===== config.mk =====
export PLATFORM = sky130hd
export DESIGN_NAME = gate_motion_supervisor
export DESIGN_NICKNAME = d
export VERILOG_FILES = /design/src/rtl/core/gms_pkg.sv /design/src/rtl/core/gate_motion_supervisor.sv /design/src/rtl/core/gms_front.sv /design/src/rtl/core/gms_fifo.sv /design/src/rtl/core/gms_back.sv
export VERILOG_INCLUDE_DIRS = /design/src /design/src/rtl/core
export SDC_FILE = /design/constraint.sdc
export NUM_CORES = 1
export LEC_CHECK = 0
export BUFFER_PORTS_ARGS = -buffer_cell sky130_fd_sc_hd__clkbuf_2
export CORE_ASPECT_RATIO = 0.9
export CORE_MARGIN = 2
export CORE_UTILIZATION = 50
export DETAILED_ROUTE_END_ITERATION = 8
export PLACE_DENSITY = 0.67
export SYNTH_ARGS = -nofsm -noshare
export SYNTH_HDL_FRONTEND = slang
export SYNTH_SLANG_ARGS = --single-unit

===== constraint.sdc =====
create_clock -name clk_i -period 8.19 [get_ports clk_i]
set_clock_uncertainty 0.05 [all_clocks]
set_input_delay 0 -clock clk_i [delete_from_list [all_inputs] [get_ports clk_i]]
set_output_delay 0 -clock clk_i [all_outputs]
set_load 0.01 [all_outputs]

===== src/rtl/core/gate_motion_supervisor_assert.svh =====
// assertion macros used by gms_back of the gate motion supervisor
// expects clk_i and rst_ni in the scope of each use
`ifndef GATE_MOTION_SUPERVISOR_ASSERT_SVH
`define GATE_MOTION_SUPERVISOR_ASSERT_SVH
`ifndef SYNTHESIS
`define GMS_ASSERT(lbl, prop, msg) \
  lbl: assert property (@(posedge clk_i) disable iff (!rst_ni) prop) else $error(msg);
`define GMS_ASSERT_RST(lbl, prop, msg) \
  lbl: assert property (@(posedge clk_i) prop) else $error(msg);
`else
`define GMS_ASSERT(lbl, prop, msg)
`define GMS_ASSERT_RST(lbl, prop, msg)
`endif
`endif


===== src/rtl/core/gms_pkg.sv =====
// types and constants of the gate motion supervisor
// used by gms_front, gms_fifo, gms_back and the top level
package gms_pkg;

  localparam int unsigned TimeW  = 24;
  localparam int unsigned PulseW = 16;
  localparam int unsigned CfgW   = 24;

  localparam logic [TimeW-1:0]  TimeMax          = {TimeW{1'b1}};
  localparam logic [TimeW-1:0]  OpenTimeoutRst   = 24'd15000;
  localparam logic [TimeW-1:0]  CloseTimeoutRst  = 24'd15000;
  localparam logic [TimeW-1:0]  AutoCloseRst     = 24'd180000;
  localparam logic [PulseW-1:0] RelayPulseRst    = 16'd1000;

  typedef enum logic [1:0] {
    KIND_TICK  = 2'd0,
    KIND_OPEN  = 2'd1,
    KIND_CLOSE = 2'd2,
    KIND_SPARE = 2'd3
  } kind_e;

  typedef enum logic [1:0] {
    CLS_TICK  = 2'd0,
    CLS_OPEN  = 2'd1,
    CLS_CLOSE = 2'd2
  } cls_e;

  typedef enum logic [1:0] {
    POS_CLOSED  = 2'd0,
    POS_OPEN    = 2'd1,
    POS_UNKNOWN = 2'd2
  } pos_e;

  typedef enum logic [2:0] {
    OP_IDLE    = 3'b001,
    OP_OPENING = 3'b010,
    OP_CLOSING = 3'b100
  } op_e;

  typedef enum logic [2:0] {
    ST_CLOSED  = 3'd0,
    ST_OPEN    = 3'd1,
    ST_UNKNOWN = 3'd2,
    ST_OPENING = 3'd3,
    ST_CLOSING = 3'd4
  } status_e;

  typedef enum logic [1:0] {
    CFG_OPEN_TIMEOUT  = 2'd0,
    CFG_CLOSE_TIMEOUT = 2'd1,
    CFG_AUTO_CLOSE    = 2'd2,
    CFG_RELAY_PULSE   = 2'd3
  } cfg_idx_e;

  typedef struct packed {
    cls_e cls;
    pos_e pos;
  } item_t;

  // first field in the highest bits
  typedef struct packed {
    logic [TimeW-1:0] autoclose_left;
    logic [TimeW-1:0] timeout_left;
    logic [TimeW-1:0] op_ticks;
    logic             auto_close_fired;
    logic             auto_close_armed;
    logic             alert_raised;
    logic             alert_on;
    logic             relay_drive;
    status_e          gate_status;
  } result_t;

endpackage


===== src/rtl/core/gate_motion_supervisor.sv =====
// gate motion supervisor: one result word per input word, one per cycle unless stalled
// an input word passes the decode register, the queue and the result register in that
// order; its result word is valid once the result register has taken it
// the back stage settles a whole step (timers, compares, remaining counts) combinationally
// the 2-entry queue lets front and back stall independently
// asynchronous active-low reset: idle, position unknown, config registers at defaults
module gate_motion_supervisor import gms_pkg::*; #(
  parameter int unsigned QueueDepth = 2
) (
  input  logic            clk_i,
  input  logic            rst_ni,
  input  logic            s_axis_tvalid,
  output logic            s_axis_tready,
  input  logic [7:0]      s_axis_tdata,   // closed_sensor_active, open_sensor_active, zero pad
  input  logic [1:0]      s_axis_tuser,   // kind
  output logic            m_axis_tvalid,
  input  logic            m_axis_tready,
  // gate_status, relay_drive, alert_on, alert_raised, auto_close_armed,
  // auto_close_fired, op_ticks, timeout_left, autoclose_left
  output logic [79:0]     m_axis_tdata,
  input  logic            cfg_we_i,
  input  logic [1:0]      cfg_idx_i,
  input  logic [CfgW-1:0] cfg_data_i
);

  logic    f_valid, f_ready, b_valid, b_ready;
  item_t   f_item, b_item;
  result_t out_word;

  gms_front u_front (
    .clk_i         (clk_i),
    .rst_ni        (rst_ni),
    .s_axis_tvalid (s_axis_tvalid),
    .s_axis_tready (s_axis_tready),
    .s_axis_tdata  (s_axis_tdata),
    .s_axis_tuser  (s_axis_tuser),
    .push_valid_o  (f_valid),
    .push_ready_i  (f_ready),
    .push_item_o   (f_item)
  );

  gms_fifo #(
    .Depth (QueueDepth)
  ) u_fifo (
    .clk_i        (clk_i),
    .rst_ni       (rst_ni),
    .push_valid_i (f_valid),
    .push_ready_o (f_ready),
    .push_item_i  (f_item),
    .pop_valid_o  (b_valid),
    .pop_ready_i  (b_ready),
    .pop_item_o   (b_item)
  );

  gms_back u_back (
    .clk_i       (clk_i),
    .rst_ni      (rst_ni),
    .cfg_we_i    (cfg_we_i),
    .cfg_idx_i   (cfg_idx_i),
    .cfg_data_i  (cfg_data_i),
    .pop_valid_i (b_valid),
    .pop_ready_o (b_ready),
    .pop_item_i  (b_item),
    .out_valid_o (m_axis_tvalid),
    .out_ready_i (m_axis_tready),
    .out_word_o  (out_word)
  );

  assign m_axis_tdata = out_word;

endmodule


===== src/rtl/core/gms_front.sv =====
// front stage: accepts input words, decodes kind and end-sensor position
// depends on gms_pkg
module gms_front import gms_pkg::*; (
  input  logic       clk_i,
  input  logic       rst_ni,
  input  logic       s_axis_tvalid,
  output logic       s_axis_tready,
  input  logic [7:0] s_axis_tdata,   // closed_sensor_active, open_sensor_active, zero pad
  input  logic [1:0] s_axis_tuser,   // kind
  output logic       push_valid_o,
  input  logic       push_ready_i,
  output item_t      push_item_o
);

  logic  valid_q, valid_d;
  item_t item_q, item_d;
  logic  sc, so;

  assign sc = s_axis_tdata[0];
  assign so = s_axis_tdata[1];

  assign s_axis_tready = !valid_q || push_ready_i;

  always_comb begin
    item_d = item_q;
    valid_d = valid_q;
    if (s_axis_tready) begin
      valid_d = s_axis_tvalid;
      unique case (kind_e'(s_axis_tuser))
        KIND_OPEN:  item_d.cls = CLS_OPEN;
        KIND_CLOSE: item_d.cls = CLS_CLOSE;
        default:    item_d.cls = CLS_TICK;
      endcase
      if (sc && !so) begin
        item_d.pos = POS_CLOSED;
      end else if (!sc && so) begin
        item_d.pos = POS_OPEN;
      end else begin
        item_d.pos = POS_UNKNOWN;
      end
    end
  end

  always_ff @(posedge clk_i or negedge rst_ni) begin
    if (!rst_ni) begin
      valid_q <= 1'b0;
    end else begin
      valid_q <= valid_d;
    end
  end

  always_ff @(posedge clk_i) begin
    item_q <= item_d;
  end

  assign push_valid_o = valid_q;
  assign push_item_o  = item_q;

endmodule


===== src/rtl/core/gms_fifo.sv =====
// short queue of decoded words between front and back
// depends on gms_pkg
module gms_fifo import gms_pkg::*; #(
  parameter int unsigned Depth = 2
) (
  input  logic  clk_i,
  input  logic  rst_ni,
  input  logic  push_valid_i,
  output logic  push_ready_o,
  input  item_t push_item_i,
  output logic  pop_valid_o,
  input  logic  pop_ready_i,
  output item_t pop_item_o
);

  localparam int unsigned PtrW = (Depth > 1) ? $clog2(Depth) : 1;
  localparam int unsigned CntW = $clog2(Depth + 1);

  item_t            mem_q [Depth];
  logic [PtrW-1:0]  wptr_q, wptr_d, rptr_q, rptr_d;
  logic [CntW-1:0]  cnt_q, cnt_d;
  logic             push, pop;

  assign push_ready_o = cnt_q != CntW'(Depth);
  assign pop_valid_o  = cnt_q != '0;
  assign push = push_valid_i && push_ready_o;
  assign pop  = pop_valid_o && pop_ready_i;
  assign pop_item_o = mem_q[rptr_q];

  always_comb begin
    wptr_d = wptr_q;
    rptr_d = rptr_q;
    cnt_d  = cnt_q;
    if (push) begin
      wptr_d = (wptr_q == PtrW'(Depth - 1)) ? '0 : wptr_q + 1'b1;
    end
    if (pop) begin
      rptr_d = (rptr_q == PtrW'(Depth - 1)) ? '0 : rptr_q + 1'b1;
    end
    if (push && !pop) begin
      cnt_d = cnt_q + 1'b1;
    end else if (pop && !push) begin
      cnt_d = cnt_q - 1'b1;
    end
  end

  always_ff @(posedge clk_i or negedge rst_ni) begin
    if (!rst_ni) begin
      wptr_q <= '0;
      rptr_q <= '0;
      cnt_q  <= '0;
    end else begin
      wptr_q <= wptr_d;
      rptr_q <= rptr_d;
      cnt_q  <= cnt_d;
    end
  end

  always_ff @(posedge clk_i) begin
    if (push) begin
      mem_q[wptr_q] <= push_item_i;
    end
  end

endmodule


===== src/rtl/core/gms_back.sv =====
// back stage: supervisor state, timers, config registers and result register
// depends on gms_pkg and gate_motion_supervisor_assert.svh
`include "gate_motion_supervisor_assert.svh"
module gms_back import gms_pkg::*; (
  input  logic            clk_i,
  input  logic            rst_ni,
  input  logic            cfg_we_i,
  input  logic [1:0]      cfg_idx_i,
  input  logic [CfgW-1:0] cfg_data_i,
  input  logic            pop_valid_i,
  output logic            pop_ready_o,
  input  item_t           pop_item_i,
  output logic            out_valid_o,
  input  logic            out_ready_i,
  output result_t         out_word_o
);

  logic [TimeW-1:0]  open_to_q, close_to_q, auto_dly_q;
  logic [PulseW-1:0] pulse_len_q;

  pos_e              last_q, last_d;
  op_e               op_q, op_d;
  logic [TimeW-1:0]  oe_q, oe_d, ope_q, ope_d;
  logic              alert_q, alert_d, armed_q, armed_d;
  logic [PulseW-1:0] pulse_q, pulse_d;

  logic              ov_q, ov_d;
  result_t           out_q, res;
  logic              step, raised, fired;
  logic [TimeW-1:0]  lim_a, lim_b;

  assign pop_ready_o = !ov_q || out_ready_i;
  assign step = pop_valid_i && pop_ready_o;

  always_comb begin
    last_d  = last_q;
    op_d    = op_q;
    oe_d    = oe_q;
    ope_d   = ope_q;
    alert_d = alert_q;
    armed_d = armed_q;
    pulse_d = pulse_q;
    raised  = 1'b0;
    fired   = 1'b0;
    lim_a   = '0;
    lim_b   = '0;
    res     = '0;

    // time advance or request
    unique case (pop_item_i.cls)
      CLS_OPEN: begin
        if (pop_item_i.pos != POS_OPEN) begin
          op_d    = OP_OPENING;
          oe_d    = '0;
          alert_d = 1'b0;
          pulse_d = pulse_len_q;
        end
      end
      CLS_CLOSE: begin
        if (pop_item_i.pos != POS_CLOSED) begin
          op_d    = OP_CLOSING;
          oe_d    = '0;
          alert_d = 1'b0;
          pulse_d = pulse_len_q;
        end
      end
      default: begin
        if (pulse_q != '0) begin
          pulse_d = pulse_q - 1'b1;
        end
        if (op_q != OP_IDLE && oe_q != TimeMax) begin
          oe_d = oe_q + 1'b1;
        end
        if (armed_q && ope_q != TimeMax) begin
          ope_d = ope_q + 1'b1;
        end
      end
    endcase

    // position change and completion
    if (pop_item_i.pos != last_q) begin
      if (pop_item_i.pos == POS_CLOSED) begin
        armed_d = 1'b0;
      end else if (pop_item_i.pos == POS_OPEN) begin
        armed_d = 1'b1;
        ope_d   = '0;
      end
      last_d = pop_item_i.pos;
      if ((op_d == OP_OPENING && pop_item_i.pos == POS_OPEN) ||
          (op_d == OP_CLOSING && pop_item_i.pos == POS_CLOSED)) begin
        op_d    = OP_IDLE;
        alert_d = 1'b0;
      end
    end

    // timeout check
    if (op_d != OP_IDLE) begin
      lim_a = (op_d == OP_OPENING) ? open_to_q : close_to_q;
      if (oe_d >= lim_a && !alert_d) begin
        alert_d = 1'b1;
        raised  = 1'b1;
      end
    end

    // auto-close
    if (armed_d && pop_item_i.pos == POS_OPEN && op_d == OP_IDLE && ope_d >= auto_dly_q) begin
      op_d    = OP_CLOSING;
      oe_d    = '0;
      alert_d = 1'b0;
      pulse_d = pulse_len_q;
      armed_d = 1'b0;
      fired   = 1'b1;
    end

    // status word
    unique case (op_d)
      OP_OPENING: res.gate_status = ST_OPENING;
      OP_CLOSING: res.gate_status = ST_CLOSING;
      default: begin
        unique case (pop_item_i.pos)
          POS_CLOSED: res.gate_status = ST_CLOSED;
          POS_OPEN:   res.gate_status = ST_OPEN;
          default:    res.gate_status = ST_UNKNOWN;
        endcase
      end
    endcase
    if (op_d != OP_IDLE) begin
      lim_b = (op_d == OP_OPENING) ? open_to_q : close_to_q;
      res.op_ticks     = oe_d;
      res.timeout_left = (lim_b > oe_d) ? lim_b - oe_d : '0;
    end
    if (armed_d && pop_item_i.pos == POS_OPEN && op_d == OP_IDLE) begin
      res.autoclose_left = (auto_dly_q > ope_d) ? auto_dly_q - ope_d : '0;
    end
    res.relay_drive      = pulse_d != '0;
    res.alert_on         = alert_d;
    res.alert_raised     = raised;
    res.auto_close_armed = armed_d;
    res.auto_close_fired = fired;
  end

  always_comb begin
    ov_d = ov_q;
    if (pop_ready_o) begin
      ov_d = pop_valid_i;
    end
  end

  always_ff @(posedge clk_i or negedge rst_ni) begin
    if (!rst_ni) begin
      open_to_q   <= OpenTimeoutRst;
      close_to_q  <= CloseTimeoutRst;
      auto_dly_q  <= AutoCloseRst;
      pulse_len_q <= RelayPulseRst;
    end else if (cfg_we_i) begin
      unique case (cfg_idx_e'(cfg_idx_i))
        CFG_OPEN_TIMEOUT:  open_to_q   <= cfg_data_i;
        CFG_CLOSE_TIMEOUT: close_to_q  <= cfg_data_i;
        CFG_AUTO_CLOSE:    auto_dly_q  <= cfg_data_i;
        CFG_RELAY_PULSE:   pulse_len_q <= cfg_data_i[PulseW-1:0];
        default: ;
      endcase
    end
  end

  always_ff @(posedge clk_i or negedge rst_ni) begin
    if (!rst_ni) begin
      last_q  <= POS_UNKNOWN;
      op_q    <= OP_IDLE;
      oe_q    <= '0;
      ope_q   <= '0;
      alert_q <= 1'b0;
      armed_q <= 1'b0;
      pulse_q <= '0;
      ov_q    <= 1'b0;
    end else begin
      ov_q <= ov_d;
      if (step) begin
        last_q  <= last_d;
        op_q    <= op_d;
        oe_q    <= oe_d;
        ope_q   <= ope_d;
        alert_q <= alert_d;
        armed_q <= armed_d;
        pulse_q <= pulse_d;
      end
    end
  end

  always_ff @(posedge clk_i) begin
    if (step) begin
      out_q <= res;
    end
  end

  assign out_valid_o = ov_q;
  assign out_word_o  = out_q;

  `GMS_ASSERT(a_fire_starts_close, ov_q && out_q.auto_close_fired |-> out_q.gate_status == ST_CLOSING && !out_q.auto_close_armed && out_q.op_ticks == '0, "auto-close word without a fresh closing")
  `GMS_ASSERT(a_raise_in_op, ov_q && out_q.alert_raised |-> out_q.alert_on && (out_q.gate_status == ST_OPENING || out_q.gate_status == ST_CLOSING), "alert raised outside an operation")
  `GMS_ASSERT(a_stall_holds_state, ov_q && !out_ready_i |=> $stable(op_q) && $stable(oe_q) && $stable(pulse_q), "state moved while result word stalled")
  `GMS_ASSERT(a_idle_zero_time, ov_q && out_q.gate_status != ST_OPENING && out_q.gate_status != ST_CLOSING |-> out_q.op_ticks == '0 && out_q.timeout_left == '0, "idle word with operation time")
  `GMS_ASSERT_RST(a_reset_empty, !rst_ni |=> !ov_q && op_q == OP_IDLE, "result register or operation not cleared in reset")

endmodule


==> results of run 1 <==
## sequential cells by signal, indices dropped and copies added, names as in the netlist
register,cells
u_back.oe_q,24
u_back.op_q,3
u_back.alert_q,1
u_back.ope_q,24
u_back.out_valid_o,1
u_fifo.mem_q,8
u_back.pulse_len_q,16
u_front.push_item_o,4
u_back.pulse_q,16
u_fifo.wptr_q,1
u_back.out_word_o,80
u_fifo.rptr_q,1
u_back.armed_q,1
u_back.last_q,2
u_front.push_valid_o,1
u_back.close_to_q,24
u_back.auto_dly_q,24
u_fifo.cnt_q,2
u_back.open_to_q,24
## layout by cell type, fill, tap and decap left out, types with 28 or more instances in the layout
master           n
a21oi_1         66
clkbuf_16       29
clkbuf_2       115
dfrtp_1        133
dfstp_2         31
dlygate4sd3_1   34
edfxtp_1        92
ha_1            79
inv_1           72
mux2_2          92
mux2i_1         32
nand2_1        182
nand3_1         38
nor2_1         132
nor3_1          29
o21ai_0         62
o31ai_1         28
xnor2_1         48
xor2_1          49
## metal layers
metal  GRT usage, %  vias to the layer above  share of wire, %
met5              0                        -                 0
met3          2.419                       55               4.2
met1          33.28                     5564                47
met2          38.71                      292                46
met4          6.368                        0               2.6
li1               -                     5719                 -
## power by group through the flow
| stage | clock network (mW) | registers [mW] | logic [mW] |
|---|---|---|---|
| 2_1_floorplan | 0 | 2.11 | 2.27 |
| 3_3_place_gp | 0 | 2.06 | 3.09 |
| 3_5_place_dp | 0 | 2.08 | 3.13 |
| 4_1_cts | 1.29 | 2.06 | 3.16 |
| 5_1_grt | 1.35 | 2.10 | 3.52 |
| 6_report | 1.27 | 2.06 | 3.16 |
## repair_timing
action                                  in CTS  in global routing
hold buffers                                34                  0
resized for setup                            0                  2
buffers inserted                             0                  0
hold endpoints to repair                   181                  0
endpoints found under the setup margin       0                  1
## metrics by stage
step | cell area (µm²) | instances
4_1_cts | 17450 | 2074
6_report | 17450 | 2074
3_5_place_dp | 16190 | 1989
2_1_floorplan | 15190 | 1505
5_1_grt | 17450 | 2074
3_3_place_gp | 16190 | 1989
## area by class of cell
cell class / count / area [µm²]
fill: 2660 / 12420
multi-input combinational: 1118 / 7729
sequential: 257 / 6932
timing repair buffer: 171 / 1085
clock buffer: 36 / 762.0
tap: 403 / 504.2
inverter: 74 / 280.3
clock inverter: 15 / 162.7
## worst max-delay path by stage
stage	start	to	slack, ns	depth (start not counted)
detailed placement	u_fifo.rptr_q	u_back.out_word_o[55]	0.58	28
global route	u_fifo.rptr_q	u_back.out_word_o[55]	0.03	30
CTS	u_fifo.rptr_q	u_back.out_word_o[55]	0.55	28
floorplan	u_fifo.rptr_q	u_back.out_word_o[55]	0.85	33
global placement	u_fifo.rptr_q	u_back.out_word_o[55]	0.77	28
finish	u_fifo.rptr_q	u_back.out_word_o[55]	0.72	29
## cells by family (layout without fill, tap and decap cells)
group,after synthesis,count (layout)
compound gates,283,283
xor+xnor,97,97
fa+ha+maj,81,81
buf+inv,130,296
flops,257,257
mux,125,125
simple gates,532,532
## critical path, delay by kind of cell (launching register included)
family	cells	cell delay [ns]
multiplexers	1	0.27
flip-flops	1	0.46
AND/OR/NAND/NOR	14	2.58
adder cells (fa/ha/maj)	3	1.06
XOR/XNOR	1	0.15
buffers and inverters	2	0.35
AO/OA/AOI/OAI	8	2.28
==> results.txt, run 1 <==
area share of the largest cell type after synthesis: 22.07%
DIE AREA: 0.03180 mm²
final setup TNS: 0 ns
Clk pwr share: 19.5%
clk sinks: 257
# setup viols final: 0
Die Span Y: 169.4 µm
Root Buffer: clkbuf_16
Tot Pwr: 6.480 mW
adder-cell share of the synthesized area: 6.770%
register area share after synthesis: 45.62%
# diodes: 0
Worst setup SP type: flip-flop
internal cell power: 3.810 mW
Worst Path Max Fanout: 17
share of layout cells above drive strength 1: 21.13%
CP peak stage delay: 0.46 ns
max cap viols: 0
GRT Overall Usage: 23.49%
Compound-Gate Fraction of Synth Area: 12.35%
simple-gate share of the synthesized area: 17.03%
core area: 0.02988 mm²
f_max: 133.8 MHz
CTS Buffer Depth: 3
Sw Pwr: 2.670 mW
Worst R2R Path Depth: 29
most frequent cell after synthesis: nand2_1
hold depth: 3
Final Hold Fails: 0
Starting Density: 50.85%
gpl congestion: 0.9473
Logic pwr share: 48.7%
worst hold start: cfg_idx_i[0]
hpwl dp: 26930 µm
Cells after Synth: 1505
Worst-Skew Late Latency: 0.55 ns
r2r startpoint: u_fifo.rptr_q
main combinational cell family by area after synthesis: simple AND/OR/NAND/NOR gates
RR Endpoint: u_back.out_word_o[55]
Final Util: 58.42%
Post-Synth XOR/XNOR Area: 5.592%
Area contributors post-synth: dfrtp_1, edfxtp_1, mux2_2
first-pass GRT wire length: 59930 µm
Synth async-reset ratio: 64.20%
hold slack: 0.03110 ns
IO Count: 123
RSZ-0062 raised after global routing: no
TritonCTS buffer count: 28
most frequent CP cell: nand2_1
r2r setup slk: 0.72 ns
slew margin rel.: 30.89%
crit path DAT: 7.71 ns
worst-path cell with the longest stage delay: dfrtp_2
Yosys reg bits: 257
number of global-route vias before repair: 11129
mux cell area share after synthesis: 9.018%
endpoint of the worst hold path: u_back.open_to_q[0]
Sw Share: 41.21%
DRC viols: 0
pre-CTS WS: 0.5805 ns
synth unique cells: 80
Post-Route WL: 37080 µm
Synth Flop Type: dfrtp_1
outcome: finished clean
Tightest Pin Transition: 1.032 ns
Sequential Power Share: 31.8%
drt first-iter violations: 673
worst hold path type: input pin to flip-flop
pwr/cell area: 371.3 mW/mm²
Layout Nets: 1772
I/O Buffers: 116
initial antenna violation count: 0
grt ovf: 0
TritonRoute pass-1 iters: 6
Horiz. Die Dim: 187.7 µm
clock-pin slew on the worst setup and hold paths: 0.06 ns
Slew Limit Fails: 0
min Tclk post-route: 7.473 ns
H-tree depth: 1
worst endpoint required time: 8.42 ns
Area growth syn-to-layout: 14.89%
Antenna Nets Post-Route: 0
pin count of the biggest net entering global routing: 92
critical path class: flip-flop to flip-flop
Synth Cell Area: 0.01519 mm²
Max IR drop VDD: 206.5 µV
Yosys warnings: 0
via/cell ratio: 5.608
Syn Nets: 1627
Post-synth top cells: nand2_1, dfrtp_1, nor2_1
Final period util: 91.25%
vias: 11630
final worst setup slack: 0.7169 ns
Avg Cell Area, Syn: 10.09 µm²
static leakage: 7.733 nW
post-synth top area cell: dfrtp_1
Rows: 60
WL per Instance: 17.88 µm
Critical Path End Type: flip-flop
EDFF count, synth: 92
CTS tree: built
No activity file was read; power rests on OpenSTA's default activity.
==> run 2, diff against run 1 <==
--- a/config.mk
+++ b/config.mk
@@ -9,9 +9,9 @@
 export BUFFER_PORTS_ARGS = -buffer_cell sky130_fd_sc_hd__clkbuf_2
 export CORE_ASPECT_RATIO = 0.9
 export CORE_MARGIN = 2
-export CORE_UTILIZATION = 50
+export CORE_UTILIZATION = 61
 export DETAILED_ROUTE_END_ITERATION = 8
-export PLACE_DENSITY = 0.67
+export PLACE_DENSITY = 0.8
 export SYNTH_ARGS = -nofsm -noshare
 export SYNTH_HDL_FRONTEND = slang
 export SYNTH_SLANG_ARGS = --single-unit
==> run 2 against run 1 <==
Against the previous run:
- via count up 3.3%
- count of clock-buffer cells in the layout decreased by 1
- register-to-register slack lost 0.19 ns
- first-iteration DRC count up 58%
- largest cell class unchanged
==> results.txt, run 2 (synthesis results as in run 1) <==
hold slack: 0.07469 ns
share of layout cells above drive strength 1: 21.12%
RR Endpoint: u_back.out_word_o[55]
first-pass GRT wire length: 60180 µm
Slew Limit Fails: 0
Starting Density: 62.46%
hpwl dp: 26010 µm
Root Buffer: clkbuf_16
CP bufs+invs: 4
# setup viols final: 0
Worst R2R Path Depth: 31
Final Util: 71.07%
Area growth syn-to-layout: 13.79%
CP peak stage delay: 0.48 ns
f_max: 130.4 MHz
Final period util: 93.60%
RSZ-0062 raised after global routing: no
Worst-Skew Late Latency: 0.55 ns
vias: 12010
Die Span Y: 153.7 µm
Tot Pwr: 6.504 mW
static leakage: 7.701 nW
Max IR drop VDD: 270.1 µV
post-CTS setup buffer count: 0
Placed Cells: 1893
# diodes: 0
TritonCTS buffer count: 27
H-tree depth: 1
Rows: 54
r2r startpoint: u_fifo.rptr_q
Tightest Pin Transition: 1.027 ns
Worst Path Max Fanout: 9
WL per Instance: 18.98 µm
clock-pin slew on the worst setup and hold paths: 0.06 ns
Final Non-Filler Cells: 1975
family with the most delay on the worst path: compound AO/OA/AOI/OAI gates
pwr/cell area: 376.2 mW/mm²
clk sinks: 257
r2r setup slk: 0.52 ns
crit path DAT: 7.90 ns
design area: 0.01729 mm²
I/O Buffers: 116
most frequent cells in the layout: nand2_1, dfrtp_1, nor2_1
DRC viols: 0
Horiz. Die Dim: 170.4 µm
CTS Buffer Depth: 3
initial antenna violation count: 0
IO Count: 123
core area: 0.02432 mm²
GRT Overall Usage: 28.83%
outcome: finished clean
Antenna Nets Post-Route: 0
Post-Route WL: 37480 µm
gpl congestion: 0.9560
max cap viols: 0
via/cell ratio: 6.081
pin count of the biggest net entering global routing: 105
pre-CTS WS: 0.6155 ns
commonest non-fill, non-tap cell in the layout: nand2_1
TritonRoute pass-1 iters: 5
worst-path cell with the longest stage delay: dfrtp_2
CTS tree: built
DIE AREA: 0.02619 mm²
Final Hold Fails: 0
worst endpoint required time: 8.43 ns
slew margin rel.: 31.50%
min Tclk post-route: 7.666 ns
drt first-iter violations: 1065
worst hold path type: input pin to asynchronous set/reset pin
Largest register FFs: 80
Layout Nets: 1769
number of global-route vias before repair: 11407
critical path class: flip-flop to flip-flop
Worst setup SP type: flip-flop
grt ovf: 0
Placed Area: 0.01606 mm²
final setup TNS: 0 ns
Critical Path End Type: flip-flop
final worst setup slack: 0.5240 ns
-- run 2: layer usage --
layer	share of wire, %	track usage [%]
met4	4.1	10.74
met5	0	0
met2	47	46.90
met1	43	39.31
met3	6.1	4.427
-- run 2: how the worst max path moves through the flow --
| stage | startpoint | to | slack [ns] | cells after the start |
|---|---|---|---|---|
| global placement | u_fifo.rptr_q | u_back.out_word_o[55] | 0.76 | 31 |
| floorplan | u_fifo.rptr_q | u_back.out_word_o[55] | 0.85 | 33 |
| global route | u_fifo.rptr_q | u_back.out_word_o[55] | 0.06 | 31 |
| detailed placement | u_fifo.rptr_q | u_back.out_word_o[55] | 0.62 | 31 |
| CTS | u_fifo.rptr_q | u_back.out_word_o[55] | 0.53 | 31 |
| finish | u_fifo.rptr_q | u_back.out_word_o[55] | 0.52 | 31 |
-- run 2: layout make-up --
cell class | instances | area [µm²]
inverter | 74 | 280.3
clock inverter | 14 | 186.4
tap | 308 | 385.4
clock buffer | 35 | 705.7
timing repair buffer | 169 | 1067
fill | 1788 | 7037
sequential | 257 | 6932
multi-input combinational | 1118 | 7730
-- run 2: timing repair --
action                     CTS  global route
hold endpoints to repair   180             0
setup endpoints to repair    0             1
hold buffers                33             0
resized for setup            0             2
-- run 2: power breakdown --
group | internal [mW] | switching, mW
combinational | 1.23 | 1.96
clock | 0.736 | 0.515
sequential | 1.83 | 0.235
total | 3.79 | 2.71
-- run 2: worst reg2reg max path: cells and delay by family (launching register included) --
| kind | cells | cell delay [ns] |
|---|---|---|
| multiplexers | 1 | 0.28 |
| flip-flops | 1 | 0.48 |
| AND/OR/NAND/NOR | 12 | 2.24 |
| AO/OA/AOI/OAI | 10 | 2.58 |
| buffers and inverters | 4 | 0.53 |
| adder cells (fa/ha/maj) | 3 | 1.07 |
| XOR/XNOR | 1 | 0.18 |
